--- config.mk ---
export PLATFORM = sky130hd
export DESIGN_NAME = rolling_canonical_kmer
export DESIGN_NICKNAME = d
export VERILOG_FILES = /design/src/rtl/rck_pkg.sv /design/src/rtl/rck_cell.sv /design/src/rtl/rolling_canonical_kmer.sv
export SDC_FILE = /design/constraint.sdc
export NUM_CORES = 1
export LEC_CHECK = 0
export BUFFER_PORTS_ARGS = -buffer_cell sky130_fd_sc_hd__buf_4
export CAP_MARGIN = 20
export CORE_MARGIN = 3
export CORE_UTILIZATION = 40
export DETAILED_ROUTE_END_ITERATION = 8
export GPL_TIMING_DRIVEN = 0
export SETUP_SLACK_MARGIN = 0.3
export SLEW_MARGIN = 25
export SYNTH_ARGS = -nofsm -noshare
export SYNTH_HDL_FRONTEND = slang
export SYNTH_SLANG_ARGS = --single-unit
--- constraint.sdc ---
create_clock -name clk -period 10.5 [get_ports clk]
set_input_delay 3.15 -clock clk [delete_from_list [all_inputs] [get_ports clk]]
set_output_delay 3.15 -clock clk [all_outputs]
set_load 0.01 [all_outputs]
--- src/rtl/rck_pkg.sv ---
// ----------------------------------------------------------------------------
// rck_pkg
// Shared types and constants for the rolling canonical k-mer builder.
// ----------------------------------------------------------------------------
`timescale 1ns / 1ps
`default_nettype none

package rck_pkg;

  localparam int KW        = 6;    // k and fill count width
  localparam int BASE_W    = 2;    // one nucleotide code
  localparam int WORD_W    = 64;   // packed k-mer word
  localparam int SYM_W     = 8;
  localparam int MAX_K_DEF = 32;

  localparam int IN_TDATA_W  = 8;
  localparam int OUT_TDATA_W = 144;

  // result tdata layout
  localparam int O_FWD   = 0;
  localparam int O_REV   = 64;
  localparam int O_CANON = 128;
  localparam int O_FULL  = 129;
  localparam int O_FILL  = 130;
  localparam int O_DROP  = 136;
  localparam int O_NEW   = 138;
  localparam int O_CLR   = 140;
  localparam int O_USED  = 141;

  localparam logic [KW-1:0] K_RESET = KW'(31);

  typedef enum logic {
    CMD_PUSH  = 1'b0,
    CMD_CLEAR = 1'b1
  } rck_cmd_t;

  // control broadcast to every cell
  typedef struct packed {
    logic              push;
    logic              clear;
    logic [KW-1:0]     k;
    logic [BASE_W-1:0] sym;
  } rck_ctrl_t;

endpackage

`default_nettype wire

--- src/rtl/rck_cell.sv ---
// ----------------------------------------------------------------------------
// rck_cell
// One base position: holds two forward bits and two reverse-complement bits.
// Forward data moves up the chain, reverse data moves down.
// ----------------------------------------------------------------------------
`timescale 1ns / 1ps
`default_nettype none

module rck_cell
  import rck_pkg::*;
#(
  parameter int IDX = 0
) (
  input  wire logic              clk,
  input  wire logic              rst_n,
  input  wire rck_ctrl_t         ctrl,
  input  wire logic [BASE_W-1:0] fwd_in,   // from lower neighbor (or new base)
  input  wire logic [BASE_W-1:0] rc_in,    // from upper neighbor
  output logic      [BASE_W-1:0] fwd_q,
  output logic      [BASE_W-1:0] rc_q,
  output logic      [BASE_W-1:0] fwd_nxt,
  output logic      [BASE_W-1:0] rc_nxt
);

  localparam logic [KW-1:0] POS = KW'(IDX);

  logic [BASE_W-1:0] fwd_r;
  logic [BASE_W-1:0] rc_r;
  logic              active;
  logic              is_top;

  assign active = POS < ctrl.k;
  assign is_top = POS == (ctrl.k - KW'(1));

  always_comb begin
    fwd_nxt = fwd_r;
    rc_nxt  = rc_r;
    if (ctrl.clear) begin
      fwd_nxt = '0;
      rc_nxt  = '0;
    end else if (ctrl.push) begin
      fwd_nxt = active ? fwd_in : '0;
      // complement of the new base ORs in at the top position
      rc_nxt  = active ? (rc_in | (is_top ? ~ctrl.sym : '0)) : '0;
    end
  end

  always_ff @(posedge clk) begin
    if (!rst_n) begin
      fwd_r <= '0;
      rc_r  <= '0;
    end else begin
      fwd_r <= fwd_nxt;
      rc_r  <= rc_nxt;
    end
  end

  assign fwd_q = fwd_r;
  assign rc_q  = rc_r;

endmodule

`default_nettype wire

--- src/rtl/rolling_canonical_kmer.sv ---
// ----------------------------------------------------------------------------
// rolling_canonical_kmer
// Rolling forward / reverse-complement k-mer builder with canonical select.
// ----------------------------------------------------------------------------
// Takes one request per cycle while the output can drain: every accepted base
// shifts through a row of MAX_K two-bit cells in the same cycle, the new words
// are compared, and the result lands in an output register in the next cycle.
// Sustained rate is one base per clock, set by the cell shift plus a 64-bit
// compare; the input stays ready while a result waits, as long as out_tready
// lets the output register drain. A clear (tuser=1) or a symbol above 3 resets
// the k-mer state and returns a cleared result. kmer_size is 1..MAX_K (0 acts
// as 1, larger values as MAX_K); write it only while the block is idle.
`timescale 1ns / 1ps
`default_nettype none

module rolling_canonical_kmer
  import rck_pkg::*;
#(
  parameter int MAX_K = MAX_K_DEF
) (
  input  wire logic                   clk,
  input  wire logic                   rst_n,
  // config
  input  wire logic                   cfg_we,
  input  wire logic [KW-1:0]          cfg_wdata,    // kmer_size
  // input stream
  input  wire logic                   in_tvalid,
  output logic                        in_tready,
  input  wire logic [IN_TDATA_W-1:0]  in_tdata,     // [7:0] symbol
  input  wire logic                   in_tuser,     // command
  // result stream
  output logic                        out_tvalid,
  input  wire logic                   out_tready,
  // [63:0] forward_word, [127:64] reverse_word, [128] forward_canonical,
  // [129] kmer_full, [135:130] fill_count, [137:136] dropped_base,
  // [139:138] newest_base, [140] cleared, [143:141] zero
  output logic [OUT_TDATA_W-1:0]      out_tdata
);

  logic [KW-1:0]          ksize_r;
  logic [KW-1:0]          k_eff;
  logic [KW-1:0]          count_r;
  logic [KW-1:0]          count_nxt;
  logic                   min_r;
  logic                   min_nxt;
  logic                   out_valid_r;
  logic [OUT_TDATA_W-1:0] out_data_r;
  logic [OUT_TDATA_W-1:0] out_data_nxt;

  logic                   accept;
  logic                   do_clear;
  rck_ctrl_t              ctrl;

  logic [BASE_W-1:0] fwd_q   [MAX_K];
  logic [BASE_W-1:0] rc_q    [MAX_K];
  logic [BASE_W-1:0] fwd_nxt [MAX_K];
  logic [BASE_W-1:0] rc_nxt  [MAX_K];

  logic [WORD_W-1:0] fwd_word;
  logic [WORD_W-1:0] rc_word;
  logic [BASE_W-1:0] dropped;
  logic [KW:0]       count_inc;

  // config
  always_ff @(posedge clk) begin
    if (!rst_n) begin
      ksize_r <= K_RESET;
    end else if (cfg_we) begin
      ksize_r <= cfg_wdata;
    end
  end

  always_comb begin
    if (ksize_r == '0) begin
      k_eff = KW'(1);
    end else if (ksize_r > KW'(MAX_K)) begin
      k_eff = KW'(MAX_K);
    end else begin
      k_eff = ksize_r;
    end
  end

  assign in_tready = !out_valid_r || out_tready;
  assign accept    = in_tvalid && in_tready;
  assign do_clear  = (rck_cmd_t'(in_tuser) == CMD_CLEAR) ||
                     (in_tdata[SYM_W-1:BASE_W] != '0);

  assign ctrl.push  = accept && !do_clear;
  assign ctrl.clear = accept && do_clear;
  assign ctrl.k     = k_eff;
  assign ctrl.sym   = in_tdata[BASE_W-1:0];

  // cell row
  for (genvar i = 0; i < MAX_K; i++) begin : g_cell
    logic [BASE_W-1:0] f_in;
    logic [BASE_W-1:0] r_in;
    if (i == 0) begin : g_head
      assign f_in = in_tdata[BASE_W-1:0];
    end else begin : g_link_f
      assign f_in = fwd_q[i-1];
    end
    if (i == MAX_K - 1) begin : g_tail
      assign r_in = '0;
    end else begin : g_link_r
      assign r_in = rc_q[i+1];
    end

    rck_cell #(
      .IDX(i)
    ) u_cell (
      .clk     (clk),
      .rst_n   (rst_n),
      .ctrl    (ctrl),
      .fwd_in  (f_in),
      .rc_in   (r_in),
      .fwd_q   (fwd_q[i]),
      .rc_q    (rc_q[i]),
      .fwd_nxt (fwd_nxt[i]),
      .rc_nxt  (rc_nxt[i])
    );
  end

  always_comb begin
    fwd_word = '0;
    rc_word  = '0;
    dropped  = '0;
    for (int i = 0; i < MAX_K; i++) begin
      fwd_word[BASE_W*i +: BASE_W] = fwd_nxt[i];
      rc_word[BASE_W*i +: BASE_W]  = rc_nxt[i];
      if (KW'(i) == (k_eff - KW'(1))) begin
        dropped = fwd_q[i];
      end
    end
  end

  // fill count and canonical decision
  assign count_inc = {1'b0, count_r} + (KW+1)'(1);

  always_comb begin
    count_nxt = count_r;
    min_nxt   = min_r;
    if (ctrl.clear) begin
      count_nxt = '0;
      min_nxt   = 1'b1;
    end else if (ctrl.push) begin
      count_nxt = (count_inc < {1'b0, k_eff}) ? count_inc[KW-1:0] : k_eff;
      if (fwd_word < rc_word) begin
        min_nxt = 1'b1;
      end else if (fwd_word > rc_word) begin
        min_nxt = 1'b0;
      end
    end
  end

  always_comb begin
    out_data_nxt                          = '0;
    out_data_nxt[O_FWD +: WORD_W]         = fwd_word;
    out_data_nxt[O_REV +: WORD_W]         = rc_word;
    out_data_nxt[O_CANON]                 = min_nxt;
    out_data_nxt[O_FULL]                  = count_nxt == k_eff;
    out_data_nxt[O_FILL +: KW]            = count_nxt;
    out_data_nxt[O_DROP +: BASE_W]        = do_clear ? '0 : dropped;
    out_data_nxt[O_NEW +: BASE_W]         = fwd_word[BASE_W-1:0];
    out_data_nxt[O_CLR]                   = do_clear;
    out_data_nxt[OUT_TDATA_W-1:O_USED]    = '0;
  end

  always_ff @(posedge clk) begin
    if (!rst_n) begin
      count_r     <= '0;
      min_r       <= 1'b1;
      out_valid_r <= 1'b0;
    end else begin
      count_r <= count_nxt;
      min_r   <= min_nxt;
      if (accept) begin
        out_valid_r <= 1'b1;
      end else if (out_tready) begin
        out_valid_r <= 1'b0;
      end
    end
  end

  always_ff @(posedge clk) begin
    if (accept) begin
      out_data_r <= out_data_nxt;
    end
  end

  assign out_tvalid = out_valid_r;
  assign out_tdata  = out_data_r;

endmodule

`default_nettype wire

==> summary.txt, run 1 <==
Initial antenna violation count: 1
Commonest non-fill, non-tap cells in the layout: buf_4 (167), dfxtp_1 (142), edfxtp_1 (139)
Number of vias per cell: 5.57
CTS Hold Bufs: 0
DRT iter0 DRCs: 1,197
Post-CTS Resized: 0
Vias: 11.0k
Gp weighted congestion: 0.960
Nets: 1,602
RSZ-0062 raised after global routing: false
Hold Vio Cnt, Final: 0
Final setup TNS: 0 ns
Starting Density: 0.410
Clk sinks: 281
Ys flop type: dfxtp_1
Die span in y: 190 µm
Synthesized area: 0.0135 mm²
Peak Freq: 119 MHz
Tmin final: 8.39 ns
Worst slew margin: 0.322
Post-Syn Instances: 1,319
Setup crit start kind: input port
I/O pin count: 166
Yosys top cell area share: 0.309
Leak: 0.00674 µW
Skew-Pair Late Insertion Delay: 0.56 ns
Mapped Avg Cell Area: 10.2 µm²
Post-route DRC: 0
Share of cells above drive strength 1: 0.169
CTS max path bufs: 3
Total Routed Length: 44,900 µm
Buffers added on ports: 158
Setup CP Type: input port to register
Post-place setup slack: 1.62 ns
Critical Path Fanout Max: 94
Tot GR Track Use: 0.245
Die Wd: 190 µm
EDFF count, synth: 139
Final worst slack: 2.11 ns
Seq/Total Area, Yosys: 0.519
Seq cells post-synth: 281
Cell taking the most area after synthesis: edfxtp_1
Max-Cap Viols: 0
Post CTS Setup Buffer Count: 0
First-pass DRT Iterations: 6
Clock buffer count from CTS: 30
Max Slew Vio Count: 0
Row count: 66
Core Footprint: 0.0329 mm²
Filler instances: 3,105
Fraction of the cycle the final worst path needs: 0.799
Commonest non-fill, non-tap cell in the layout: buf_4
# H-tree levels: 1
Peak supply drop: 0.114 mV
Die area: 0.0360 mm²
Gr ovfl total: 0
Final Setup Violations: 0
Clk slew on worst S/H paths: 0.06 ns
Mean routed wirelength per cell: 22.7 µm
Antenna cell count: 0
Async set-reset flop share out of synthesis: 0
Setup crit end kind: register
Number of synthesis warnings: 0
Setup Skew: 0.0163 ns
CP Data Required Time: 10.78 ns
Area overhead of the layout relative to synthesis: 21.0%
Final ANT Viol Nets: 0
Worst min-delay path category: register to register
Ranking of synthesized cells by area: edfxtp_1 (31%), dfxtp_1 (21%), ha_1 (6.5%)
CTS tree: built
First-pass GRT wire length: 67,300 µm
CTS root buf: clkbuf_16
Synth unique cells: 80
Detailed Place HPWL: 33,000 µm
Worst EP arrival: 8.67 ns
Status: finished clean
Vias in the first global route: 10.8k
Worst-Margin Slew: 1.02 ns
Largest net degree at the start of global routing: 95
Pwr per Cell Area: 153 mW/mm²
==> synth_stat cells, drive strengths merged, types with 10 or more instances <==
cell,count
a211oi,12
nand4,13
o21ai,78
nand2,137
clkbuf,45
ha,70
and2,125
a21oi,51
a22oi,16
dfxtp,142
a22o,77
a31oi,10
buf,33
edfxtp,139
nor2,69
nor2b,21
nor3,18
o21bai,29
nand3,34
inv,83
==> final timing paths <==
| kind | from | end | slack [ns] | cells past startpoint |
|---|---|---|---|---|
| min | g_cell[0].u_cell.rc_q[0]$_SDFF_PN0_ | out_tdata[64]$_DFFE_PP_ | 0.56 | 2 |
| min reg2reg | g_cell[0].u_cell.rc_q[0]$_SDFF_PN0_ | out_tdata[64]$_DFFE_PP_ | 0.56 | 2 |
| max | out_tready | out_tdata[128]$_DFFE_PP_ | 2.11 | 19 |
| max reg2reg | out_tvalid$_SDFFE_PN0P_ | out_tdata[128]$_DFFE_PP_ | 4.48 | 18 |
==> metal layers <==
metal  vias to the layer above  part of all wire  track usage
li1                       5133                 -            -
met1                      5289              0.45        0.354
met2                       519              0.43        0.373
met3                        84             0.093       0.0503
met4                         0             0.031       0.0708
met5                         -                 0            0
==> critical path: stages <==
cell and delay, ns:
buf_4 0.08, nand2b_1 0.13, nand2_1 0.23, inv_8 0.36
buf_16 0.38, nand3_1 0.39, clkbuf_1 0.43, a211oi_1 0.78
o21ai_1 0.14, nand2_1 0.15, inv_1 0.06, ha_1 0.28
nand4_1 0.08, or2_2 0.34, nor3_1 0.64, and4_1 0.41
nand2_1 0.11, o2111ai_1 0.30, nand2_1 0.14
==> cells by family after synthesis <==
group	count (synthesis)	share of synthesized area
simple gates	451	0.176
compound gates	341	0.176
flops	281	0.519
buf+inv	161	0.0530
fa+ha+maj	70	0.0648
mux	11	0.00843
xor+xnor	3	0.00195
other cells	1	0.000278
==> through the flow <==
stage | power (µW) | utilization | instance area, µm² | std cells | hold slack, ns
final | 2510 | 0.496 | 16300 | 1978 | 0.560
after floorplan | 1300 | - | 13500 | 1321 | 0.503
after detailed placement | 1400 | 0.464 | 15300 | 1922 | 0.542
after global routing | 2570 | 0.496 | 16300 | 1978 | 0.607
after CTS | 2520 | 0.496 | 16300 | 1978 | 0.557
after global placement | 1400 | 0.463 | 15300 | 1921 | 0.530
==> sequential cells by signal, indices dropped and copies added (netlist names) <==
register             count
ksize_r                  6
out_tdata              139
min_r                    1
g_cell.u_cell.fwd_q     64
out_tvalid               1
g_cell.u_cell.rc_q      64
count_r                  6
==> power by group <==
| part | switching (µW) | internal [µW] | leakage (µW) |
|---|---|---|---|
| clock network | 446 | 680 | 0.000501 |
| registers | 9.04 | 1170 | 0.00255 |
| logic | 135 | 62.1 | 0.00370 |
==> cell type report <==
class	instances	area, µm²	area share
timing repair buffer	159	1210	0.0743
tap	442	553	0.0338
clock inverter	18	218	0.0133
sequential	281	7020	0.429
inverter	83	319	0.0195
clock buffer	38	832	0.0509
multi-input combinational	879	5780	0.354
buffer	78	404	0.0247
No activity file was read; power rests on OpenSTA's default activity.
==> run 2, diff against run 1 <==
clock period = 7.5 ns   (was 10.5 ns; I/O delays follow)
==> run 2 against run 1 <==
Effect of this change: hold slack worse by 0.0013 ns; sequential share of layout area down 0.082 points; register-to-register slack worse by 2.4 ns; die area unchanged; clock skew up 0.0013 ns; utilization up 0.095 points; highest routed layer unchanged; clock-buffer cell count unchanged; critical path depth unchanged; largest power group unchanged; cell area up 0.19%; wire length down 0.10%.
==> summary.txt, run 2 (synthesized netlist as in run 1, its figures left out) <==
Setup Skew: 0.0175 ns (+0.00126 ns)
Initial antenna violation count: 1 (unchanged)
Tmin final: 6.85 ns
RSZ-0062 raised after global routing: false
Number of vias per cell: 5.59 (+0.31%)
# H-tree levels: 1 (unchanged)
Final setup TNS: 0 ns (unchanged)
DRT iter0 DRCs: 1,165 (-2.7%)
Post CTS Setup Buffer Count: 0 (unchanged)
Skew-Pair Late Insertion Delay: 0.56 ns (about the same)
CTS tree: built
Part of the power in registers: 0.472 (about the same)
Row count: 66 (unchanged)
CTS root buf: clkbuf_16
Largest stage delay, worst path: 0.46 ns (-0.32 ns)
Starting Density: 0.410 (unchanged)
Leak: 0.00675 µW (about the same)
Worst slew margin: 0.326 (+0.00384)
I/O pin count: 166 (unchanged)
Final ANT Viol Nets: 0 (unchanged)
Post-route DRC: 0 (unchanged)
Final Setup Violations: 0 (unchanged)
Clock buffer count from CTS: 30 (unchanged)
Vias: 11.1k (+0.36%)
Peak Freq: 146 MHz
Setup crit end kind: register
Setup CP Type: input port to register
Hold Vio Cnt, Final: 0 (unchanged)
Pwr per Cell Area: 214 mW/mm² (+40%)
Buffers added on ports: 158 (unchanged)
CTS max path bufs: 3 (unchanged)
Commonest non-fill, non-tap cell in the layout: buf_4
CP most frequent cell: nand2_1
Status: finished clean
Total Routed Length: 44,900 µm (-0.10%)
Net Sw Power: 825 µW (+40%)
Max-Cap Viols: 0 (unchanged)
Crit-path slowest cell: clkbuf_1
Detailed Place HPWL: 33,000 µm (unchanged)
CP cell instances: buf_4 > nand2b_1 > nand2_1 > inv_8 > buf_16 > nand3_1 > clkbuf_1 > a211oi_2 > o21ai_1 > nand2_1 > inv_1 > ha_1 > nand4_1 > or2_2 > nor3_2 > and4_1 > nand2_1 > o2111ai_1 > nand2_1
Worst-Margin Slew: 1.01 ns (-0.00576 ns)
Peak supply drop: 0.160 mV (+40%)
Filler instances: 3,101 (-0.13%)
Worst min-delay path category: register to register
Flip-flop count of the largest register after layout: 139 (unchanged)
Power share of the combinational group: 0.079 (about the same)
Fraction of the cycle the final worst path needs: 0.913
First-pass GRT wire length: 67,300 µm (about the same)
Mean routed wirelength per cell: 22.7 µm (-0.15%)
Multi-input gate area: 0.00581 mm² (+0.50%)
Int Power: 2680 µW (+40%)
Switching Fraction: 0.235 (-0.000313)
First-pass DRT Iterations: 5 (-1)
Tot GR Track Use: 0.245 (unchanged)
Post-place setup slack: -0.478 ns (-2.10 ns)
FF/Latch Area: 0.00702 mm² (unchanged)
Die Wd: 190 µm (unchanged)
Worst EP arrival: 7.13 ns (-1.54 ns)
Critical Path Fanout Max: 94 (unchanged)
Die span in y: 190 µm (unchanged)
Commonest non-fill, non-tap cells in the layout: buf_4 (167), dfxtp_1 (142), edfxtp_1 (139)
Core Footprint: 0.0329 mm² (unchanged)
CTS Hold Bufs: 0 (unchanged)
Final core occ: 0.497 (+0.000949)
Nets: 1,602 (unchanged)
Clk sinks: 281 (unchanged)
Clk pwr share: 0.449 (about the same)
Vias in the first global route: 10.8k (+0.0093%)
Clk slew on worst S/H paths: 0.06 ns (about the same)
Final worst slack: 0.654 ns (-1.45 ns)
CP Data Required Time: 7.78 ns (-3.00 ns)
Max Slew Vio Count: 0 (unchanged)
Buffers and inverters on the worst path: 5 (unchanged)
Area overhead of the layout relative to synthesis: 21.2%
CP top delay family: simple AND/OR/NAND/NOR gates
Gr ovfl total: 0 (unchanged)
Die area: 0.0360 mm² (unchanged)
Share of cells above drive strength 1: 0.172 (+0.00260)
Largest net degree at the start of global routing: 95 (unchanged)
Setup crit start kind: input port
Gp weighted congestion: 0.960 (unchanged)
-- run 2: changes by cell type in the layout (fill, tap and decap cells not counted) --
cell      change
diode_2       +1
nor3_1        -1
a211oi_1      -2
a211oi_2      +1
nor3_2        +1
a211oi_4      +1
nor4_2        +1
nor4_1        -1
-- run 2: per-layer routing --
| metal | track usage | vias up | part of all wire |
|---|---|---|---|
| li1 | - | 5134 | - |
| met1 | 0.354 | 5312 | 0.44 |
| met2 | 0.373 | 532 | 0.43 |
| met3 | 0.0503 | 87 | 0.095 |
| met4 | 0.0714 | 0 | 0.030 |
| met5 | 0 | - | 0 |
-- run 2: area by class of cell --
class	count	area share
inverter	83	0.0195
clock inverter	18	0.0133
timing repair buffer	159	0.0741
clock buffer	38	0.0508
sequential	281	0.429
buffer	78	0.0247
antenna	1	0.000153
tap	442	0.0338
multi-input combinational	879	0.355
-- run 2: what timing repair did --
action	4_1_cts	5_1_grt
setup endpoints to repair	2	2
hold endpoints to repair	0	0
gates resized for setup	2	3
-- run 2: worst paths after layout --
| check | end | slack (ns) | cells past startpoint | from |
|---|---|---|---|---|
| max reg2reg | out_tdata[128]$_DFFE_PP_ | 2.13 | 18 | out_tvalid$_SDFFE_PN0P_ |
| max | out_tdata[128]$_DFFE_PP_ | 0.65 | 19 | out_tready |
| min | out_tdata[64]$_DFFE_PP_ | 0.56 | 2 | g_cell[0].u_cell.rc_q[0]$_SDFF_PN0_ |
| min reg2reg | out_tdata[64]$_DFFE_PP_ | 0.56 | 2 | g_cell[0].u_cell.rc_q[0]$_SDFF_PN0_ |
-- run 2: worst register-to-register path, delay by kind of cell (launching register included) --
kind | cells | cell delay, ns
AND/OR/NAND/NOR | 10 | 2.40
AO/OA/AOI/OAI | 3 | 0.83
adder cells (fa/ha/maj) | 1 | 0.30
flip-flops | 1 | 0.32
buffers and inverters | 4 | 1.24
-- run 2: per-stage QoR --
stage                     instance area [µm²]  instances  power, µW  hold WS [ns]
after global routing                    16400       1978       3610         0.607
after floorplan                         13500       1321       1830         0.503
after global placement                  15300       1921       1960         0.530
after detailed placement                15300       1922       1960         0.542
final                                   16400       1979       3510         0.559
after CTS                               16300       1978       3530         0.557
-- run 2: power groups by stage --
stage | combinational, µW | clock [µW] | sequential (µW)
2_1_floorplan | 117 | 0 | 1710
3_3_place_gp | 268 | 0 | 1690
3_5_place_dp | 271 | 0 | 1690
4_1_cts | 272 | 1600 | 1660
5_1_grt | 292 | 1650 | 1660
6_report | 277 | 1570 | 1660
